$ cat config.mk
export PLATFORM = sky130hd
export DESIGN_NAME = mfir_ctrl
export DESIGN_NICKNAME = d
export VERILOG_FILES = /design/src/sv/mfir_pkg.sv /design/src/sv/mfir_ctrl.sv
export SDC_FILE = /design/constraint.sdc
export NUM_CORES = 1
export LEC_CHECK = 0
export BUFFER_PORTS_ARGS = -buffer_cell sky130_fd_sc_hd__buf_2
export CORE_AREA = 4 4 41 43
export DETAILED_ROUTE_END_ITERATION = 10
export DIE_AREA = 0 0 45 47
export MAX_ROUTING_LAYER = met4
export PLACE_DENSITY_LB_ADDON = 0.1
export SYNTH_ARGS = -nofsm -noshare
export SYNTH_HDL_FRONTEND = slang
export SYNTH_SLANG_ARGS = --single-unit
export TNS_END_PERCENT = 100
$ cat constraint.sdc
create_clock -name i_clk -period 3.5 [get_ports i_clk]
set_clock_uncertainty 0.05 [all_clocks]
set_input_delay 0.7 -clock i_clk [delete_from_list [all_inputs] [get_ports i_clk]]
set_output_delay 0.7 -clock i_clk [all_outputs]
set_load 0.02 [all_outputs]
$ cat src/sv/mfir_pkg.sv
// Package with shared widths, codes, state type and control structs of the FIR filter.
`timescale 1ns / 1ps

package mfir_pkg;

    localparam int CMD_W    = 2;
    localparam int CH_W     = 3;
    localparam int CIDX_W   = 5;
    localparam int CFG_W    = 6;
    localparam int OUT_BITS = 37;
    localparam int TAP_RESET = 8;

    typedef enum logic [CMD_W-1:0] {
        CMD_FILTER = 2'd0,
        CMD_COEF   = 2'd1,
        CMD_CLEAR  = 2'd2,
        CMD_NONE   = 2'd3
    } t_command;

    typedef enum logic [2:0] {
        ST_IDLE,
        ST_READ,
        ST_HEAD,
        ST_DRAIN,
        ST_MAC,
        ST_OUT
    } t_state;

    typedef struct packed {
        logic accept;
        logic start;
        logic rd_issue;
        logic head_issue;
        logic out_load;
    } t_cmd;

    typedef struct packed {
        logic is_filter;
        logic taps_short;
        logic cnt_zero;
        logic out_free;
    } t_status;

endpackage

$ cat src/sv/mfir_ctrl.sv
// Controller state machine that sequences one filter transaction.
`timescale 1ns / 1ps

module mfir_ctrl (
    input  logic              i_clk,
    input  logic              i_rst_n,
    input  logic              i_valid,
    output logic              o_stall,
    input  mfir_pkg::t_status i_status,
    output mfir_pkg::t_cmd    o_cmd
);

    mfir_pkg::t_state r_state;
    mfir_pkg::t_state n_state;

    always_ff @(posedge i_clk) begin
        if (!i_rst_n) begin
            r_state <= mfir_pkg::ST_IDLE;
        end else begin
            r_state <= n_state;
        end
    end

    always_comb begin
        n_state = r_state;
        case (r_state)
            mfir_pkg::ST_IDLE: begin
                if (i_valid && i_status.is_filter) begin
                    n_state = i_status.taps_short ? mfir_pkg::ST_HEAD : mfir_pkg::ST_READ;
                end
            end
            mfir_pkg::ST_READ: begin
                if (i_status.cnt_zero) begin
                    n_state = mfir_pkg::ST_HEAD;
                end
            end
            mfir_pkg::ST_HEAD:  n_state = mfir_pkg::ST_DRAIN;
            mfir_pkg::ST_DRAIN: n_state = mfir_pkg::ST_MAC;
            mfir_pkg::ST_MAC:   n_state = mfir_pkg::ST_OUT;
            mfir_pkg::ST_OUT: begin
                if (i_status.out_free) begin
                    n_state = mfir_pkg::ST_IDLE;
                end
            end
            default: n_state = mfir_pkg::ST_IDLE;
        endcase
    end

    always_comb begin
        o_cmd   = '0;
        o_stall = 1'b1;
        case (r_state)
            mfir_pkg::ST_IDLE: begin
                o_stall      = 1'b0;
                o_cmd.accept = i_valid;
                o_cmd.start  = i_valid && i_status.is_filter;
            end
            mfir_pkg::ST_READ:  o_cmd.rd_issue   = 1'b1;
            mfir_pkg::ST_HEAD:  o_cmd.head_issue = 1'b1;
            mfir_pkg::ST_DRAIN: o_cmd = '0;
            mfir_pkg::ST_MAC:   o_cmd = '0;
            mfir_pkg::ST_OUT:   o_cmd.out_load = i_status.out_free;
            default:            o_cmd = '0;
        endcase
    end

endmodule

* Word-level counts from Yosys, hierarchy flattened
Index checks and enable logic that the tools add are counted. Widths: inputs -> output; s select.
Storage, ports and cells: bits in registers 3
Cells by class: mux-type cells 10, reductions and logical operators 3, equality and inequality tests 8
Operator list (number):
- $pmux 3 s6 | 1
- $mux 3 | 3
- $eq 3x2->1 const B | 2
- $eq 3x3->1 const B | 2
- $ne 2x2->1 const B | 3
- $mux 1 | 4
- $mux 2 | 2
- $eq 3x1->1 const B | 1
- $logic_not 3->1 | 1
- $reduce_and 3->1 | 1
- $logic_and 1x1->1 | 1

* Depth between registers and ports, before layout
Gate-level depths: netlist of run 1.
word-level depth 3, depth in mapped cells 3

* Least setup slack after synthesis of run 1
No wires, ideal clock.
path kind register to output, start point register r_state[2], end point output port o_cmd[3] (netlist name), cell stages (with the launch flop) 3, arrival time 1079 ps, path buffers 0, setup slack 1671 ps, cell sequence dfxtp_1 -> or3_4 -> and2b_1
RTL lines:
- start, declared | RTL line mfir_ctrl.sv:13 | mfir_pkg::t_state r_state;
- start signal, assigned | RTL line mfir_ctrl.sv:18 | r_state <= mfir_pkg::ST_IDLE;
- start signal, assigned | RTL line mfir_ctrl.sv:20 | r_state <= n_state;
- end, declared | RTL line mfir_ctrl.sv:10 | output mfir_pkg::t_cmd o_cmd

==> results of run 1 <==
==> logic make-up (layout without fill, tap and decap cells) <==
kind of cell           after synthesis  in the layout  share of synthesized area, %
AND/OR/NAND/NOR                     14             14                          46.5
AO/OA/AOI/OAI                        6              6                          19.1
flip-flops                           3              3                          30.6
buffers and inverters                2             18                          3.82
==> layer usage <==
layer,vias up,share of wire (%),track usage (%)
met2,13,41,8.76
met5,-,0,-
met3,0,14,6.13
met4,0,0,1.75
met1,95,45,6.56
li1,120,-,-
==> metrics by stage <==
step / setup slack (ns) / cells / total power, W / instance area [sq um]
floorplan: 1.67 / 25 / 0.0000651 / 196
global placement: 1.51 / 52 / 0.0000781 / 275
detailed placement: 1.49 / 52 / 0.0000782 / 275
CTS: 1.36 / 56 / 0.000142 / 302
global route: 1.32 / 56 / 0.000152 / 302
finish: 1.38 / 56 / 0.000137 / 302
==> worst max path at each step <==
stage,to,slack [ns],depth (start not counted),from
global placement,o_cmd[3],1.51,4,i_valid
detailed placement,o_cmd[3],1.49,4,i_valid
finish,o_cmd[3],1.38,3,r_state[2]
CTS,o_cmd[3],1.36,3,r_state[2]
floorplan,o_cmd[3],1.67,2,r_state[2]
global route,o_cmd[3],1.32,3,r_state[2]
==> tightest hold or removal path: stages (launching register included) <==
cell,delay [ns]
dfxtp_1,0.35
nand3b_1,0.09
a21boi_0,0.07
==> power breakdown <==
part | switching, W | total [W] | internal (W)
clock | 0.0000174 | 0.0000600 | 0.0000427
sequential | 0.00000404 | 0.0000409 | 0.0000368
combinational | 0.0000194 | 0.0000363 | 0.0000169
total | 0.0000408 | 0.000137 | 0.0000964
==> cells in the final DEF, fill, tap and decap left out <==
master      n
a21boi_0    1
a21oi_1     1
a2bb2oi_1   1
a31oi_1     1
and2_1      2
and2b_1     1
and2b_2     1
and3_2      1
buf_2      12
clkbuf_1    1
clkbuf_4    3
dfxtp_1     3
inv_1       2
nand2_1     1
nand3b_1    1
nor2_1      3
nor2b_1     1
nor3_1      1
o21ai_0     2
or3_4       1
or4b_1      1
==> final cells by class <==
cell class	instances	area share [%]
inverters	2	2.49
well taps	15	6.22
clock buffers	4	8.71
multi-input cells	20	42.7
flip-flops and latches	3	19.9
repair buffers	12	19.9
==> results.tsv, run 1 <==
stage	metric	value	unit
critical_path	slowest cell delay on critical path	0.42	ns
job	MaxCap Viol Count	0	
sta	Final Cycle Share	60.6	%
yosys	Syn Area/Cell	7.86	sq um
clock_network	Root Buffer	clkbuf_4	
critical_path	CP endpoint kind	output port	
final_layout	Ant. Diodes	0	
final_layout	fin util	23.2	%
clock_network	CTS HTree Levels	1	
global_routing	gr usage total	6.43	%
detailed_routing	total number of vias	228	
placed_design	PortBufs	12	
final_layout	area delta synth->final	53.5	%
clock_network	clock slew at reported path FFs	0.04	ns
clock_network	hold buffers post-CTS	0	
critical_path	Largest delay share family, worst path	simple AND/OR/NAND/NOR gates	
power_and_ir_drop	Peak supply drop	169	uV
final_layout	Final nets	49	
sta	Setup TNS	0	ns
clock_network	post-CTS setup buffers	0	
detailed_routing	Detail Route Antenna Nets	0	
detailed_routing	final wirelength	532	microns
sta	Max Clk Rate	472	MHz
floorplanning	Die Y	47	microns
sta	unrepaired setup endpoints after global routing	false	
final_layout	biggest regs	r_state (3)	
clock_network	Skew-Pair Late Insertion Delay	0.23	ns
detailed_routing	Pre-antenna DRT Iters	1	
sta	Max Slew Vio Count	0	
clock_network	TritonCTS clock tree	done	
clock_network	# clock sinks	3	
yosys	synth cell count leaders	3 x dfxtp_1, 3 x nor2_1, 2 x and2_1, 2 x inv_1, 2 x o21ai_0	
clock_network	post-CTS sizing	0	
floorplanning	Starting Density	15.1	%
sta	Finish-stage setup viols	0	
critical_path	worst path arrival time	1.37	ns
global_routing	largest net degree at the start of global routing	9	
critical_path	worst path cell trace	or3_4 -> and2b_1 -> buf_2	
final_layout	flip-flop count of the largest register after layout	3	
hold_path	hold endpoint	r_state[2]	
yosys	Cell Area, Synth	196	sq um
clock_network	Longest Clk Path Bufs	2	
critical_path	Buf/Inv on CP	1	
final_layout	share of cells above drive strength 1	43.9	%
power_and_ir_drop	Lkg Pwr	0.152	nW
placed_design	GP Congestion	0.622	
detailed_routing	wire length per cell	9.50	microns
final_layout	Largest Register	r_state	
yosys	EDFF count, synth	0	
final_layout	Layout fillers	170	
critical_path	WP data required	2.75	ns
critical_path	critical path's slowest cell	or3_4	
critical_path	r2r endpoint	r_state[1]	
critical_path	startpoint types	flop	
detailed_routing	vias per cell	4.07	
final_layout	multi-input gate area in the final layout	129	sq um
critical_path	reg2reg path depth	3	
yosys	top_reg_cell synth	dfxtp_1	
hold_path	Hold Crit Class	reg2reg	
yosys	top cell type's share of synthesized area	30.6	%
global_routing	vias in the first global route	211	
power_and_ir_drop	PwrDens	455	nW/um^2
yosys	Synth cell types	18	
yosys	synthesized flop and latch total	3	
detailed_routing	DR iter-0 viols	0	
floorplanning	core footprint	1300	sq um
sta	Slew HR	84.6	%
critical_path	Crit Path Category	reg2out	
sta	worst-margin pin slew	0.229	ns
yosys	sequential-to-total area share from yosys stat	30.6	%
sta	Fin. Hold Viols	0	
hold_path	Hold Crit Depth	2	
yosys	post-synthesis cell count	25	
floorplanning	FP Rows	13	
critical_path	FF-to-FF Start	r_state[2]	
floorplanning	I/O pin cnt	13	
hold_path	HP Start	r_state[0]	
critical_path	register-to-register setup slack	2.22	ns
yosys	synth top area cells	dfxtp_1 31%, and2_1 6.4%, nor2_1 5.7%	
floorplanning	Die Area	2120	sq um
outcome	status	finished, final reports clean	
global_routing	total grt overflow	0	
clock_network	Num CTS Buffers	3	
detailed_routing	# DRC	0	
sta	minimum clock period	2.12	ns
final_layout	register area	60.1	sq um
sta	hold slack	0.524	ns
global_routing	initial antenna violation count	0	
critical_path	worst-path fanout max	8	
yosys	yosys warns	0	
placed_design	hpwl dp	418	microns
yosys	Synthesized Nets	32	
floorplanning	Die Width	45	microns
yosys	Synth area leader	dfxtp_1	
yosys	FFs w/ async S/R, synth	0	%
global_routing	first-pass GRT wire length	862	microns
(Power assumes the default switching activity.)
==> inputs of run 2 (changes only) <==
==> constraint.sdc (replaced) <==
create_clock -name i_clk -period 1.72 [get_ports i_clk]
set_clock_uncertainty 0.05 [all_clocks]
set_input_delay 0.344 -clock i_clk [delete_from_list [all_inputs] [get_ports i_clk]]
set_output_delay 0.344 -clock i_clk [all_outputs]
set_load 0.02 [all_outputs]
==> run 2 against run 1 <==
  * Total power rose by 110%
  * Largest power group unchanged
  * Combinational power rose by 110%
  * Die area did not move
  * Worst setup slack got worse by 1.4 ns
  * Sequential share of layout area rose by 1.5 points
  * Highest routed layer unchanged
  * Design area rose by 2.9%
  * Register-to-register slack got worse by 1.8 ns
  * First-iteration DRC count rose by 2
  * Sequential power rose by 100%
==> results.tsv, run 2 (synthesis results as in run 1) <==
stage	metric	value	unit	change
sta	Finish-stage setup viols	0		unchanged
sta	worst-margin pin slew	0.265	ns	+0.0360 ns
detailed_routing	final wirelength	513	microns	-3.6%
detailed_routing	Pre-antenna DRT Iters	2		+1
sta	Setup TNS	0	ns	unchanged
floorplanning	Starting Density	15.1	%	unchanged
placed_design	hpwl dp	409	microns	-2.2%
power_and_ir_drop	Lkg Pwr	0.154	nW	+1.2%
sta	minimum clock period	1.69	ns	
critical_path	startpoint types	flop		
final_layout	Largest Register	r_state		
critical_path	worst path arrival time	1.30	ns	-0.07 ns
placed_design	GP Congestion	0.613		-1.5%
power_and_ir_drop	Peak supply drop	174	uV	+3.2%
floorplanning	Die Width	45	microns	unchanged
sta	Slew HR	82.1	%	-2.4 points
final_layout	Layout fillers	165		-2.9%
global_routing	total grt overflow	0		unchanged
critical_path	worst-path fanout max	7		-1
detailed_routing	Detail Route Antenna Nets	0		unchanged
clock_network	Longest Clk Path Bufs	2		unchanged
power_and_ir_drop	PwrDens	912	nW/um^2	+100%
final_layout	commonest cells after routing, fill and taps aside	11 x buf_2, 3 x nor2_1, 3 x clkbuf_4		
final_layout	most common cell after layout, fill and taps aside	buf_2		
sta	unrepaired setup endpoints after global routing	true		
floorplanning	Die Y	47	microns	unchanged
detailed_routing	DR iter-0 viols	2		+2
clock_network	TritonCTS clock tree	done		
sta	hold slack	0.313	ns	-0.211 ns
outcome	status	finished, final reports clean		
sta	Max Clk Rate	590	MHz	
critical_path	CP endpoint kind	output port		
clock_network	Num CTS Buffers	3		unchanged
clock_network	hold buffers post-CTS	0		unchanged
critical_path	Crit Path Category	reg2out		
final_layout	area delta synth->final	58.0	%	
critical_path	WP data required	1.33	ns	-1.42 ns
job	MaxCap Viol Count	0		unchanged
detailed_routing	wire length per cell	9.16	microns	-3.6%
hold_path	Hold Crit Class	in2reg		
detailed_routing	total number of vias	219		-3.9%
clock_network	# clock sinks	3		unchanged
global_routing	vias in the first global route	216		+2.4%
global_routing	gr usage total	5.62	%	-0.81 points
clock_network	post-CTS setup buffers	0		unchanged
final_layout	register area	66.3	sq um	+10%
final_layout	multi-input gate area in the final layout	129	sq um	unchanged
final_layout	Final nets	49		unchanged
final_layout	share of cells above drive strength 1	51.2	%	+7.3 points
placed_design	PortBufs	12		unchanged
clock_network	clock slew at reported path FFs	0.04	ns	about the same
floorplanning	I/O pin cnt	13		unchanged
final_layout	flip-flop count of the largest register after layout	3		unchanged
sta	Final Cycle Share	98.5	%	
detailed_routing	vias per cell	3.91		-3.9%
clock_network	Root Buffer	clkbuf_4		
sta	Max Slew Vio Count	0		unchanged
final_layout	Ant. Diodes	0		unchanged
clock_network	Skew-Pair Late Insertion Delay	0.23	ns	about the same
clock_network	CTS HTree Levels	1		unchanged
floorplanning	FP Rows	13		unchanged
global_routing	initial antenna violation count	0		unchanged
detailed_routing	# DRC	0		unchanged
global_routing	first-pass GRT wire length	786	microns	-8.8%
floorplanning	core footprint	1300	sq um	unchanged
power_and_ir_drop	total power	0.000283	W	+110%
global_routing	largest net degree at the start of global routing	9		unchanged
final_layout	biggest regs	r_state (3)		
floorplanning	Die Area	2120	sq um	unchanged
sta	Fin. Hold Viols	0		unchanged
## run 2: cell counts in the layout (fill, tap and decap cells not counted)
No cell type changed its count.
## run 2: metal layers
metal	global-route usage, %	vias up	wire length (microns)
li1	-	119	-
met1	5.43	88	212
met2	8.19	12	253
met3	1.53	0	46
met4	7.02	0	0
met5	-	-	0
## run 2: final cells by class
cell class              count  area share [%]
well taps                  15            6.05
repair buffers             12            20.2
clock buffers               4            8.47
inverters                   2            2.42
multi-input cells          20            41.5
flip-flops and latches      3            21.4
## run 2: report_power, final
part / internal (W) / switching, W
Sequential: 0.0000747 / 0.00000824
Clock: 0.0000870 / 0.0000379
Combinational: 0.0000356 / 0.0000393
Total: 0.000197 / 0.0000854
## run 2: repair_timing
item,in CTS,in global routing
pin swaps,0,1
endpoints found under the setup margin,1,1
resized for setup,3,2
## run 2: metrics by stage
| stage | cell area, sq um | setup slack [ns] | utilization, % | instances |
|---|---|---|---|---|
| 2_1_floorplan | 196 | 0.247 | - | 25 |
| 3_3_place_gp | 275 | 0.226 | 21.2 | 52 |
| 3_5_place_dp | 275 | 0.225 | 21.2 | 52 |
| 4_1_cts | 307 | 0.0138 | 23.6 | 56 |
| 5_1_grt | 310 | -0.0260 | 23.8 | 56 |
| 6_report | 310 | 0.0265 | 23.8 | 56 |
## run 2: worst paths after layout
kind | start | end | slack [ns] | cells past startpoint
setup / recovery | r_state[0] | o_cmd[3] | 0.03 | 3
hold / removal | i_rst_n | r_state[2] | 0.31 | 2
setup reg to reg | r_state[0] | r_state[1] | 0.45 | 3
hold reg to reg | r_state[2] | r_state[1] | 0.42 | 1
## run 2: critical path: stages (launching register included)
cell and delay, ns:
dfxtp_2 0.34, or3_4 0.40, and2b_1 0.20, buf_4 0.13
==> inputs of run 3 (changes only) <==
--- a/config.mk
+++ b/config.mk
@@ -10,7 +10,6 @@
 export DETAILED_ROUTE_END_ITERATION = 10
 export DIE_AREA = 0 0 45 47
 export MAX_ROUTING_LAYER = met4
-export PLACE_DENSITY_LB_ADDON = 0.1
 export SYNTH_ARGS = -nofsm -noshare
 export SYNTH_HDL_FRONTEND = slang
 export SYNTH_SLANG_ARGS = --single-unit
==> run 3 against run 2 <==
  * Global-route usage grew 0.73 points
  * Design area grew 11%
  * Die area is the same
  * Sequential cell count is the same
  * Clock power shrank 4%
  * Worst setup slack gained 0.027 ns
  * Cell count grew 7.1%
  * Count of clock-buffer cells in the layout is the same
  * Fmax grew 1.6%
  * First-iteration DRC count grew 50%
  * Total power grew 3.4%
  * Sequential power shrank 6.2%
==> results.tsv, run 3 (synthesis results as in run 1) <==
stage	metric	value	unit	change
outcome	status	finished, final reports clean		
detailed_routing	top sig layer	met3		
power_and_ir_drop	Lkg Pwr	0.176	nW	+14%
critical_path	r2r endpoint	r_state[0]		
global_routing	largest net degree at the start of global routing	9		unchanged
clock_network	# clock sinks	3		unchanged
global_routing	vias in the first global route	214		-0.93%
final_layout	flip-flop count of the largest register after layout	3		unchanged
floorplanning	Die Width	45	microns	unchanged
final_layout	commonest cells after routing, fill and taps aside	11 x buf_2, 4 x buf_4, 3 x nor2_1, 3 x clkbuf_4		
clock_network	Root Buffer	clkbuf_4		
clock_network	clock slew at reported path FFs	0.04	ns	about the same
placed_design	PortBufs	12		unchanged
final_layout	biggest regs	r_state (3)		
sta	Slew HR	82.4	%	+0.24 points
critical_path	reg2reg path depth	4		+1
clock_network	Num CTS Buffers	3		unchanged
power_and_ir_drop	total power	0.000292	W	+3.4%
detailed_routing	met2 wire len	228	microns	-9.9%
job	MaxCap Viol Count	0		unchanged
global_routing	first-pass GRT wire length	890	microns	+13%
sta	Max Slew Vio Count	0		unchanged
critical_path	CP endpoint kind	output port		
critical_path	worst path cell trace	or3_4 -> and2b_1 -> buf_6		
critical_path	worst path arrival time	1.27	ns	-0.03 ns
floorplanning	I/O pin cnt	13		unchanged
floorplanning	Die Area	2120	sq um	unchanged
power_and_ir_drop	PwrDens	847	nW/um^2	-7.1%
placed_design	hpwl dp	430	microns	+5.3%
sta	worst-margin pin slew	0.262	ns	-0.00356 ns
floorplanning	Starting Density	15.1	%	unchanged
clock_network	Skew-Pair Late Insertion Delay	0.23	ns	about the same
critical_path	register-to-register setup slack	0.37	ns	-0.08 ns
sta	Finish-stage setup viols	0		unchanged
detailed_routing	M1 WL	291	microns	+37%
floorplanning	core footprint	1300	sq um	unchanged
final_layout	Largest Register	r_state		
clock_network	CTS HTree Levels	1		unchanged
hold_path	hold endpoint	r_state[2]		
final_layout	most common cell after layout, fill and taps aside	buf_2		
placed_design	GP Congestion	0.764		+25%
sta	Final Cycle Share	96.9	%	-1.6 points
power_and_ir_drop	Peak supply drop	237	uV	+36%
final_layout	Final nets	53		+8.2%
critical_path	WP data required	1.33	ns	about the same
clock_network	Longest Clk Path Bufs	2		unchanged
floorplanning	FP Rows	13		unchanged
hold_path	Hold Crit Class	in2reg		
detailed_routing	DR iter-0 viols	3		+1
global_routing	total grt overflow	0		unchanged
detailed_routing	final wirelength	568	microns	+11%
final_layout	share of cells above drive strength 1	53.3	%	+2.1 points
critical_path	startpoint types	flop		
critical_path	Crit Path Category	reg2out		
detailed_routing	# DRC	0		unchanged
detailed_routing	Pre-antenna DRT Iters	2		unchanged
detailed_routing	Detail Route Antenna Nets	0		unchanged
critical_path	FF-to-FF Start	r_state[2]		
sta	minimum clock period	1.67	ns	-0.0270 ns
detailed_routing	met3 routed WL	48	microns	+4.3%
floorplanning	Die Y	47	microns	unchanged
global_routing	gr usage total	6.35	%	+0.73 points
detailed_routing	wire length per cell	9.47	microns	+3.3%
sta	Fin. Hold Viols	0		unchanged
critical_path	slowest cell delay on critical path	0.37	ns	-0.03 ns
detailed_routing	total number of vias	238		+8.7%
global_routing	initial antenna violation count	0		unchanged
sta	unrepaired setup endpoints after global routing	false		
final_layout	Ant. Diodes	0		unchanged
sta	Max Clk Rate	600	MHz	+1.6%
clock_network	TritonCTS clock tree	done		
critical_path	worst-path fanout max	4		-3
final_layout	area delta synth->final	75.8	%	
sta	Setup TNS	0	ns	unchanged
final_layout	Layout fillers	158		-4.2%
hold_path	Hold Crit Depth	2		unchanged
hold_path	HP Start	i_rst_n		
final_layout	fin util	26.5	%	+2.7 points
critical_path	critical path's slowest cell	or3_4		
detailed_routing	vias per cell	3.97		+1.4%
[run 3: cell types whose count changed in the layout (fill, tap and decap cells not counted)]
cell	previous run	this run
dfxtp_2	2	0
dfxtp_4	1	2
buf_4	1	4
dfxtp_1	0	1
buf_6	0	1
[run 3: through the flow]
step / hold slack (ns) / instances / cell area (sq um) / setup slack (ns)
after global routing: 0.309 / 60 / 345 / 0.00762
after CTS: 0.316 / 57 / 314 / 0.00117
after global placement: 0.501 / 53 / 283 / 0.233
final: 0.319 / 60 / 345 / 0.0535
after floorplan: 0.447 / 25 / 196 / 0.247
after detailed placement: 0.514 / 53 / 283 / 0.207
[run 3: repair_timing]
| action | in CTS | in global routing |
|---|---|---|
| hold buffers | 0 | 0 |
| setup endpoints to repair | 1 | 1 |
| gates resized for setup | 3 | 3 |
| gates cloned | 0 | 0 |
| pin swaps | 0 | 1 |
| buffers inserted | 0 | 3 |
[run 3: where the power goes]
part	total, W	internal [W]	switching, W
Clock	0.000120	0.0000867	0.0000333
Combinational	0.0000946	0.0000474	0.0000472
Sequential	0.0000778	0.0000737	0.00000407
[run 3: cell type report]
class,instances,area (sq um),share of cell area (%)
multi-input cells,20,129,37.3
inverters,2,7.51,2.17
flip-flops and latches,3,67.6,19.6
clock buffers,4,26.3,7.61
repair buffers,16,96.3,27.9
well taps,15,18.8,5.43
[run 3: how the worst max path moves through the flow]
stage / slack [ns] / cells after the start / to / start
after detailed placement: 0.21 / 3 / o_cmd[3] / r_state[2]
after global routing: 0.008 / 3 / o_cmd[3] / r_state[2]
after floorplan: 0.25 / 2 / o_cmd[3] / r_state[2]
after global placement: 0.23 / 3 / o_cmd[3] / r_state[2]
after CTS: 0.001 / 3 / o_cmd[3] / r_state[2]
final: 0.05 / 3 / o_cmd[3] / r_state[2]
[run 3: layer usage]
| layer | vias up | track usage [%] |
|---|---|---|
| met5 | - | - |
| met1 | 101 | 8.14 |
| met3 | 0 | 1.92 |
| li1 | 126 | - |
| met4 | 0 | 7.02 |
| met2 | 11 | 7.06 |
[run 3: worst max-delay path, delay by kind of cell (launching register included)]
family | cells | cell delay (ns)
DFF | 1 | 0.34
and+or+nand+nor | 2 | 0.58
buffers and inverters | 1 | 0.12
